## src/hdl/rfmd_pkg.sv

```systemverilog
package rfmd_pkg;

    localparam int unsigned TIME_W      = 11;
    localparam int unsigned DELAY_W     = 8;
    localparam int unsigned DCNT_W      = DELAY_W + 1;
    localparam int unsigned CFG_IDX_W   = 3;
    localparam int unsigned CFG_DATA_W  = 11;
    localparam int unsigned COUNT_LIMIT = 1500;

    localparam logic [TIME_W-1:0] MAX_TIME_RST = TIME_W'(1500);

    typedef enum logic [CFG_IDX_W-1:0] {
        CFG_CONFIRM_DELAY     = 3'd0,
        CFG_MAX_REQUEST_TIME  = 3'd1,
        CFG_INHIBIT_INVALID   = 3'd2,
        CFG_INHIBIT_RANGE     = 3'd3,
        CFG_INHIBIT_PLACEMENT = 3'd4
    } t_cfg_idx;

endpackage

```

## src/hdl/request_fault_monitor_debounce.sv

```systemverilog
// Request fault monitor with turn-on debounce.
// Input channel (i_valid/o_ready) carries one control tick of request flags
// per transaction; output channel (o_valid/i_ready) returns exactly one
// result per tick: the raw invalid, out of range and placement faults, the
// coordinated inhibit, the request run time and the debounced diagnosis.
// Configuration (i_cfg_valid/o_cfg_ready, i_cfg_index, i_cfg_data) is always
// ready; unknown indexes are dropped, data is truncated to the register width.
// Write it only while no tick is in flight.
// From input acceptance a tick passes the input register, then the result
// register. Throughput: one tick per clock while the output is not stalled,
// set by the single pass of counter/compare logic between the two registers.
// A stalled output holds its result; the input register still takes one
// more tick, then o_ready drops until the result is taken.
// Synchronous active-low reset clears both pipeline valids, the run and
// debounce counters, and loads the configuration reset values
// (max_request_time = 1500, everything else 0).
module request_fault_monitor_debounce #(
    parameter int unsigned COUNT_LIMIT = rfmd_pkg::COUNT_LIMIT
) (
    input  logic                            i_clk,
    input  logic                            i_rst_n,
    input  logic                            i_valid,
    output logic                            o_ready,
    input  logic                            i_request_active,
    input  logic                            i_request_sent,
    input  logic                            i_target_gear_changed,
    input  logic                            i_speed_request_changed,
    input  logic                            i_range_diag_in,
    input  logic                            i_placement_inhibit_in,
    output logic                            o_valid,
    input  logic                            i_ready,
    output logic                            o_fault_invalid,
    output logic                            o_fault_range,
    output logic                            o_fault_placement,
    output logic                            o_inhibit_coord,
    output logic [rfmd_pkg::TIME_W-1:0]     o_request_time,
    output logic                            o_diag_confirmed,
    input  logic                            i_cfg_valid,
    output logic                            o_cfg_ready,
    input  logic [rfmd_pkg::CFG_IDX_W-1:0]  i_cfg_index,
    input  logic [rfmd_pkg::CFG_DATA_W-1:0] i_cfg_data
);
    import rfmd_pkg::*;

    localparam logic [TIME_W-1:0] LIMIT = TIME_W'(COUNT_LIMIT);

    // configuration
    logic [DELAY_W-1:0] r_confirm_delay;
    logic [TIME_W-1:0]  r_max_request_time;
    logic               r_inhibit_invalid;
    logic               r_inhibit_range;
    logic               r_inhibit_placement;

    // input register
    logic r_in_valid;
    logic r_active, r_sent, r_gear_chg, r_speed_chg, r_range_in, r_place_in;

    // state
    logic              r_run_prev;
    logic [TIME_W-1:0] r_run_count;
    logic [DCNT_W-1:0] r_inv_cnt, r_rng_cnt, r_plc_cnt;

    logic              n_run_prev;
    logic [TIME_W-1:0] n_run_count;
    logic [DCNT_W-1:0] n_inv_cnt, n_rng_cnt, n_plc_cnt;

    // result register
    logic              r_out_valid;
    logic              r_f_inv, r_f_rng, r_f_plc, r_inh, r_diag;
    logic [TIME_W-1:0] r_req_time;

    logic              advance;
    logic              f_inv, f_rng, f_plc, inh, running;
    logic [TIME_W-1:0] req_time;
    logic [TIME_W:0]   run_inc;
    logic [DCNT_W-1:0] span;
    logic              c_inv, c_rng, c_plc;

    function automatic logic [DCNT_W-1:0] debounce_next(
        input logic [DCNT_W-1:0] cnt,
        input logic              fault,
        input logic [DCNT_W-1:0] sp
    );
        logic [DCNT_W-1:0] m;
        m = (cnt < sp) ? cnt : sp;
        return fault ? (m + DCNT_W'(1)) : '0;
    endfunction

    assign advance     = r_in_valid && (!r_out_valid || i_ready);
    assign o_ready     = !r_in_valid || advance;
    assign o_cfg_ready = 1'b1;

    always_comb begin
        f_inv   = r_active && !r_sent;
        running = r_active && !r_gear_chg && !r_speed_chg;
        run_inc = {1'b0, r_run_count} + (TIME_W+1)'(1);

        n_run_count = r_run_count;
        if (running) begin
            if (!r_run_prev) begin
                n_run_count = '0;
            end else if (run_inc < {1'b0, LIMIT}) begin
                n_run_count = run_inc[TIME_W-1:0];
            end else begin
                n_run_count = LIMIT;
            end
        end
        req_time   = running ? n_run_count : '0;
        n_run_prev = running;
        f_rng      = req_time > r_max_request_time;
        inh        = r_range_in || r_place_in;
        f_plc      = r_active && inh;

        span      = {1'b0, r_confirm_delay} + DCNT_W'(1);
        n_inv_cnt = debounce_next(r_inv_cnt, f_inv && !r_inhibit_invalid, span);
        n_rng_cnt = debounce_next(r_rng_cnt, f_rng && !r_inhibit_range, span);
        n_plc_cnt = debounce_next(r_plc_cnt, f_plc && !r_inhibit_placement, span);
        c_inv     = n_inv_cnt >= span;
        c_rng     = n_rng_cnt >= span;
        c_plc     = n_plc_cnt >= span;
    end

    always_ff @(posedge i_clk) begin
        if (!i_rst_n) begin
            r_confirm_delay     <= '0;
            r_max_request_time  <= MAX_TIME_RST;
            r_inhibit_invalid   <= 1'b0;
            r_inhibit_range     <= 1'b0;
            r_inhibit_placement <= 1'b0;
        end else if (i_cfg_valid) begin
            case (i_cfg_index)
                CFG_CONFIRM_DELAY:     r_confirm_delay     <= i_cfg_data[DELAY_W-1:0];
                CFG_MAX_REQUEST_TIME:  r_max_request_time  <= i_cfg_data[TIME_W-1:0];
                CFG_INHIBIT_INVALID:   r_inhibit_invalid   <= i_cfg_data[0];
                CFG_INHIBIT_RANGE:     r_inhibit_range     <= i_cfg_data[0];
                CFG_INHIBIT_PLACEMENT: r_inhibit_placement <= i_cfg_data[0];
                default: ;
            endcase
        end
    end

    always_ff @(posedge i_clk) begin
        if (!i_rst_n) begin
            r_in_valid  <= 1'b0;
            r_out_valid <= 1'b0;
            r_run_prev  <= 1'b0;
            r_run_count <= '0;
            r_inv_cnt   <= '0;
            r_rng_cnt   <= '0;
            r_plc_cnt   <= '0;
        end else begin
            if (o_ready) begin
                r_in_valid <= i_valid;
            end
            if (advance) begin
                r_out_valid <= 1'b1;
                r_run_prev  <= n_run_prev;
                r_run_count <= n_run_count;
                r_inv_cnt   <= n_inv_cnt;
                r_rng_cnt   <= n_rng_cnt;
                r_plc_cnt   <= n_plc_cnt;
            end else if (i_ready) begin
                r_out_valid <= 1'b0;
            end
        end
    end

    always_ff @(posedge i_clk) begin
        if (o_ready && i_valid) begin
            r_active    <= i_request_active;
            r_sent      <= i_request_sent;
            r_gear_chg  <= i_target_gear_changed;
            r_speed_chg <= i_speed_request_changed;
            r_range_in  <= i_range_diag_in;
            r_place_in  <= i_placement_inhibit_in;
        end
        if (advance) begin
            r_f_inv    <= f_inv;
            r_f_rng    <= f_rng;
            r_f_plc    <= f_plc;
            r_inh      <= inh;
            r_req_time <= req_time;
            r_diag     <= c_inv || c_rng || c_plc;
        end
    end

    assign o_valid           = r_out_valid;
    assign o_fault_invalid   = r_f_inv;
    assign o_fault_range     = r_f_rng;
    assign o_fault_placement = r_f_plc;
    assign o_inhibit_coord   = r_inh;
    assign o_request_time    = r_req_time;
    assign o_diag_confirmed  = r_diag;

endmodule
```

## config.mk

```make
export PLATFORM = sky130hd
export DESIGN_NAME = request_fault_monitor_debounce
export DESIGN_NICKNAME = d
export VERILOG_FILES = /design/src/hdl/rfmd_pkg.sv /design/src/hdl/request_fault_monitor_debounce.sv
export SDC_FILE = /design/constraint.sdc
export NUM_CORES = 1
export LEC_CHECK = 0
export BUFFER_PORTS_ARGS = -buffer_cell sky130_fd_sc_hd__buf_2
export CORE_MARGIN = 2
export CORE_UTILIZATION = 50
export DETAILED_ROUTE_END_ITERATION = 16
export PLACE_DENSITY = 0.72
export SLEW_MARGIN = 15
export SYNTH_ARGS = -nofsm -noshare
export SYNTH_HDL_FRONTEND = slang
export SYNTH_SLANG_ARGS = --single-unit
```

## constraint.sdc

```tcl
create_clock -name i_clk -period 7.1 [get_ports i_clk]
set_input_delay 0 -clock i_clk [delete_from_list [all_inputs] [get_ports i_clk]]
set_output_delay 0 -clock i_clk [all_outputs]
set_load 0.02 [all_outputs]
```

==> results of run 1 <==
==> per-layer routing <==
| metal | vias up | wire (um) | global-route usage, % |
|---|---|---|---|
| met1 | 2794 | 8010 | 37.6 |
| met5 | - | 0 | 0 |
| met3 | 34 | 1190 | 5.60 |
| li1 | 2823 | - | - |
| met2 | 213 | 7910 | 42.9 |
| met4 | 0 | 405 | 10.8 |
==> cell usage after synthesis, drive strengths merged, types with 10 or more instances <==
master and number:
a211oi 16, a21oi 55, and3 15, buf 19
clkbuf 13, dfxtp 63, edfxtp 22, ha 67
inv 28, mux2i 10, nand2 95, nand3 19
nor2 49, nor3 25, o211ai 17, o21ai 41
xnor2 27, xor2 11
==> registers in the layout, summed over array words and instances, names as in the netlist, 8 cells and up <==
name,flops
r_confirm_delay,8
o_request_time,11
r_inv_cnt,9
r_rng_cnt,9
r_max_request_time,11
r_plc_cnt,9
r_run_count,11
==> kinds of logic (layout without fill, tap and decap cells) <==
group,after synthesis,count (layout)
AOI/OAI and AO/OA,204,204
xor gates and xnor gates,38,38
adders and majority gates,67,67
buffers and inverters,62,125
DFF,85,85
muxes,12,12
other,1,1
and+or+nand+nor,267,267
==> worst min path at each step <==
stage	startpoint	slack (ns)	depth (start not counted)	end
floorplan	i_request_active	0.1	0	r_active
global placement	i_range_diag_in	0.18	1	r_range_in
detailed placement	i_target_gear_changed	0.18	1	r_gear_chg
CTS	i_cfg_index[1]	0.04	4	r_inhibit_range
global route	i_cfg_index[1]	0.08	4	r_inhibit_range
finish	i_cfg_index[1]	0.05	4	r_inhibit_range
==> per-stage QoR <==
step,power [mW],std cells,util [%],hold WS (ns),setup WS [ns]
finish,1.13,967,59.1,0.0512,1.06
detailed placement,0.645,923,54.3,0.178,1.17
global route,1.17,967,59.1,0.0807,0.571
floorplan,0.606,736,-,0.0989,1.86
CTS,1.13,967,59.1,0.0402,1.13
global placement,0.642,923,54.3,0.177,1.48
==> cells in the final DEF, fill, tap and decap left out, types with 3 or more instances in the layout <==
| cell type | synthesis | final |
|---|---|---|
| inv_1 | 28 | 28 |
| o2bb2ai_1 | 4 | 4 |
| nand2b_1 | 8 | 8 |
| a21o_1 | 6 | 6 |
| a22o_1 | 9 | 9 |
| dlygate4sd3_1 | 0 | 28 |
| nor3_1 | 25 | 25 |
| a21oi_1 | 54 | 54 |
| o211ai_1 | 16 | 16 |
| o211a_1 | 4 | 4 |
| edfxtp_1 | 22 | 22 |
| ha_1 | 67 | 67 |
| dfxtp_1 | 63 | 63 |
| or3_1 | 3 | 3 |
| nand3_1 | 18 | 18 |
| nand2_1 | 95 | 95 |
| nand4_1 | 8 | 8 |
| and3_1 | 15 | 15 |
| xor2_1 | 11 | 11 |
| buf_4 | 5 | 9 |
| xnor2_1 | 26 | 26 |
| a211o_1 | 3 | 3 |
| mux2i_1 | 10 | 10 |
| a211oi_1 | 16 | 16 |
| nor3b_1 | 5 | 5 |
| o21ai_0 | 38 | 38 |
| buf_2 | 11 | 42 |
| or2_2 | 6 | 6 |
| clkbuf_16 | 0 | 9 |
| and4_1 | 5 | 5 |
| o22ai_1 | 6 | 6 |
| nor2_1 | 49 | 48 |
| o21a_1 | 7 | 7 |
| and2_1 | 8 | 8 |
| a31oi_1 | 9 | 9 |
| a21boi_0 | 3 | 3 |
| o2111ai_1 | 3 | 3 |
| nor2b_1 | 6 | 6 |
==> critical path, stage by stage, from the launching register on <==
cell      delay (ns)
dfxtp_1         0.51
ha_1            0.39
and3_1          0.27
and3_1          0.24
and3_1          0.27
inv_1           0.17
ha_1            0.33
and4_1          0.22
o211ai_1        0.11
o211ai_1        0.75
nor2_1          0.08
a21oi_1         0.18
ha_1            0.32
a21boi_0        0.44
a21oi_1         0.15
xnor2_1         0.17
o211a_1         0.24
ha_1            0.32
a211oi_1        0.22
o21ai_0         0.13
o211ai_1        0.13
nand4_1         0.13
==> cell type report <==
class,instances,area (um2),area share (%)
Multi-Input combinational cell,589,4020,56.4
Inverter,30,113,1.58
Tap cell,168,210,2.95
Clock buffer,9,225,3.16
Sequential cell,85,1920,27.0
Clock inverter,7,78.8,1.11
Timing Repair Buffer,79,558,7.83
==> power by group through the flow <==
stage / Combinational, mW / Sequential (mW) / Clock [mW]
6_report: 0.133 / 0.515 / 0.481
3_3_place_gp: 0.116 / 0.526 / 0
5_1_grt: 0.146 / 0.516 / 0.507
2_1_floorplan: 0.0760 / 0.530 / 0
3_5_place_dp: 0.119 / 0.526 / 0
4_1_cts: 0.130 / 0.515 / 0.489
==> timing repair <==
item	CTS	global route
endpoints found under the hold margin	30	0
endpoints found under the setup margin	0	0
hold buffers	28	0
==> out/metrics.cfg, run 1 <==
[outcome]
status=finished clean

[critical_path]
crit_required_ns=7.20
r2r_start=r_confirm_delay[1]
worstRegToRegCells=21
start_kind=flop
crit_path_end=o_diag_confirmed
cp_max_fo=12
end_kind=flop
reg2reg_slack_ns=1.06
critPathLaunch=r_confirm_delay[1]
worstReg2RegEnd=o_diag_confirmed
arrival_ns=6.14
path_class=flop to flop

[min_path]
hp-class=input port to flop

[pwr]
p_int_mw=0.810
seqPwrFrac_pct=45.6
cellPowerDensity_nw_per_um2=158
power_frac_clock_pct=42.6
p_leak_nw=2.83
p_sw_mw=0.319
pwr-share-comb_pct=11.8
ir_drop_mv=0.234
swShare_pct=28.3

[clock_network]
htree_levels=3
cts_tree=built
cts_buffer_depth=2
clock_latency_ns=0.36
cts_root_buf=clkbuf_16
post_cts_buffers=0
clk_pin_slew_ns=0.08
cts_buffers=9
clock_sinks=85
cts_resized=0

[grt]
grt_pass1_vias=5661
grt_max_degree=27
grt.overflow.total=0
grt_usage_pct=27.6
grt_pass1_wl_um=28600
antenna_found_initial=0

[synthesis]
synth.mux.area_fraction_pct=1.97
syn_nets=828
synth_edf_count=22
yosysWarnings=0
synth-compound-area-share_pct=22.3
synth-seq-area-share_pct=30.9
syn_area_per_cell_um2=8.45
synth_top_family_by_area=compound AO/OA/AOI/OAI gates
syn_inst=736
synth_area_leaders=dfxtp_1, ha_1, edfxtp_1
syn-cell-area_um2=6220
yosys.area_share.simple_pct=21.3
ys_ff_latch=85
synth-adder-area-share_pct=13.5
synth.distinct_cells=76
async_reset_ff_share_pct=0
yosys.area_share.xor_xnor_pct=5.47
synth_top_area_cell=dfxtp_1
synth_top_area_share_pct=20.3
ys.flop_type=dfxtp_1

[cells_and_area]
fillCellCount=1051
diodes=0
final_area_um2=7130
drive_gt1_share_pct=11.4
area_growth_pct=14.6
nets=886

[sta]
fin_crit_sh_pct=85.1
max_freq_mhz=165
grt_setup_unrepaired=no
skew_ns=0.0126
worst_pin_slew_ns=1.14
setup_viol=0
slew_headroom_pct=24.1
tns_ns=0
drv_slew=0
hold_viol=0
finalCriticalPeriod_ns=6.04

[flow_run]
maxCapViolCount=0

[drt]
drc=0
wl_per_cell_um=18.1
ant_nets=0
drt_first_pass_iters=6
vias=5864
vias_per_cell=6.06
routed_wl_um=17500
drt_iter0_markers=460

[placed_design]
dp_hpwl_um=12400
globalplace.congestion=0.958
place_area_um2=6550
io_buffer_count=42

[floorplanning]
core_um2=12100
die_w_um=116
initial_core_util_pct=51.6
ios=44
die_h_um=116
core.rowCount=40
die-area_um2=13400

(Power assumes the default switching activity.)
==> inputs of run 2 (changes only) <==
--- a/config.mk
+++ b/config.mk
@@ -9,7 +9,7 @@
 export CORE_MARGIN = 2
 export CORE_UTILIZATION = 50
 export DETAILED_ROUTE_END_ITERATION = 16
-export PLACE_DENSITY = 0.72
+export PLACE_DENSITY = 0.71
 export SLEW_MARGIN = 15
 export SYNTH_ARGS = -nofsm -noshare
 export SYNTH_HDL_FRONTEND = slang
==> run 2 against run 1 <==
Setup slack better by 0.087 ns. Highest routed layer unchanged. Largest power group unchanged. Wire length shrank 1.9%. Combinational power about the same. Critical endpoint unchanged. Worst hold slack worse by 0.041 ns. Via count decreased by 0.75%. Register-to-register slack gained 0.09 ns.
==> out/metrics.cfg, run 2 (synthesized netlist as in run 1, its figures left out) <==
[outcome]
status=finished clean

[clock_network]
cts_buffers=9
cts_root_buf=clkbuf_16
clock_latency_ns=0.35
cts_tree=built
cts_buffer_depth=2
clk_pin_slew_ns=0.07
cts_resized=0
clock_sinks=85
post_cts_buffers=0
htree_levels=3
holdBufCountCts=25

[floorplanning]
die-area_um2=13400
die_h_um=116
core.rowCount=40
initial_core_util_pct=51.6
core_um2=12100
ios=44
die_w_um=116

[pwr]
pwr-share-comb_pct=11.9
swShare_pct=27.0
p_sw_mw=0.294
seqPwrFrac_pct=47.2
p_leak_nw=2.79
power_frac_clock_pct=40.9
p_total_mw=1.09
p_int_mw=0.797
ir_drop_mv=0.168
cellPowerDensity_nw_per_um2=155

[sta]
slew_headroom_pct=23.5
fin_crit_sh_pct=83.9
skew_ns=0.00931
tns_ns=0
hold_viol=0
setup_viol=0
max_freq_mhz=168
worst_pin_slew_ns=1.15
finalCriticalPeriod_ns=5.96
grt_setup_unrepaired=no
drv_slew=0

[min_path]
hp-start=i_cfg_index[2]
hp-class=input port to flop

[drt]
vias=5820
wl_per_cell_um=17.9
ant_nets=0
drt_iter0_markers=409
vias_per_cell=6.05
drc=0
drt_first_pass_iters=5
routed_wl_um=17200

[critical_path]
worstRegToRegCells=22
r2r_start=r_confirm_delay[0]
reg2reg_slack_ns=1.14
end_kind=flop
max_stage_delay_ns=0.72
critPathLaunch=r_confirm_delay[0]
crit_path_end=o_diag_confirmed
path_class=flop to flop
cp_max_fo=18
arrival_ns=6.05
start_kind=flop
slowest_stage=o211ai_1
crit_required_ns=7.19
path_cells=buf_4 -> ha_1 -> and3_1 -> and3_1 -> and3_1 -> inv_1 -> ha_1 -> and4_1 -> nand2_1 -> o211ai_1 -> o21ai_0 -> inv_1 -> ha_1 -> nand3_1 -> or3_1 -> xnor2_1 -> a211oi_1 -> ha_1 -> a211oi_1 -> o21ai_0 -> o211ai_1 -> nand4_1
crit_top_cell=ha_1
worstReg2RegEnd=o_diag_confirmed

[grt]
grt.overflow.total=0
grt_usage_pct=26.9
grt_pass1_vias=5588
antenna_found_initial=0
grt_pass1_wl_um=28100
grt_max_degree=27

[placed_design]
dp_hpwl_um=12100
io_buffer_count=42
globalplace.congestion=0.908

[cells_and_area]
diodes=0
area_growth_pct=13.3
most-common-layout-cells=nand2_1, ha_1, dfxtp_1
drive_gt1_share_pct=11.0
final_util_pct=58.4
final_common_cell=nand2_1
nets=881

[flow_run]
maxCapViolCount=0

-- run 2: changes by cell type in the layout (fill, tap and decap cells not counted), sizes merged --
cell | before | now
buf | 51 | 49
clkinv | 6 | 3
dlygate4sd3 | 28 | 25
clkbuf | 9 | 11
inv | 31 | 30
clkinvlp | 0 | 2
-- run 2: layout make-up --
| class | count | area (um2) |
|---|---|---|
| fillers | 1079 | 5010 |
| multi-input cells | 589 | 4020 |
| flip-flops and latches | 85 | 1920 |
| repair buffers | 74 | 513 |
| clock buffers | 11 | 233 |
| well taps | 168 | 210 |
| inverters | 30 | 113 |
| clock inverters | 5 | 35.0 |
-- run 2: power groups by stage --
stage                     Clock, mW  Sequential [mW]  Combinational, mW
final                         0.447            0.515              0.130
after global routing          0.469            0.517              0.142
after CTS                     0.452            0.515              0.128
after detailed placement          0            0.526              0.117
after global placement            0            0.526              0.114
after floorplan                   0            0.530             0.0760
-- run 2: critical path: cells and delay by family (launching register included) --
kind            cells  cell delay [ns]
xor+xnor            1             0.15
compound gates      6             1.68
simple gates        8             1.75
fa+ha+maj           4             1.25
buf+inv             3             0.54
flops               1             0.31
-- run 2: routing by layer --
metal | part of all wire (%) | track usage (%) | vias to the layer above | wire [um]
met3 | 6.2 | 4.92 | 36 | 1070
met2 | 45 | 41.0 | 196 | 7760
met4 | 2.9 | 12.5 | 0 | 493
met1 | 46 | 37.0 | 2768 | 7840
li1 | - | - | 2820 | -
met5 | 0 | 0 | - | 0
-- run 2: metrics by stage --
step / instance area [um2] / cells / hold WS, ns / setup slack, ns
6_report: 7050 / 962 / 0.0105 / 1.14
5_1_grt: 7050 / 962 / 0.0466 / 0.619
4_1_cts: 7050 / 962 / 0.00462 / 1.19
3_5_place_dp: 6530 / 921 / 0.178 / 1.22
3_3_place_gp: 6530 / 921 / 0.177 / 1.42
2_1_floorplan: 6220 / 736 / 0.0989 / 1.86
-- run 2: worst min-delay path by stage --
stage                               end  cells after the start
floorplan                      r_active                      0
CTS                 r_inhibit_placement                      4
global route        r_inhibit_placement                      4
detailed placement           r_gear_chg                      1
finish              r_inhibit_placement                      4
global placement               r_active                      1
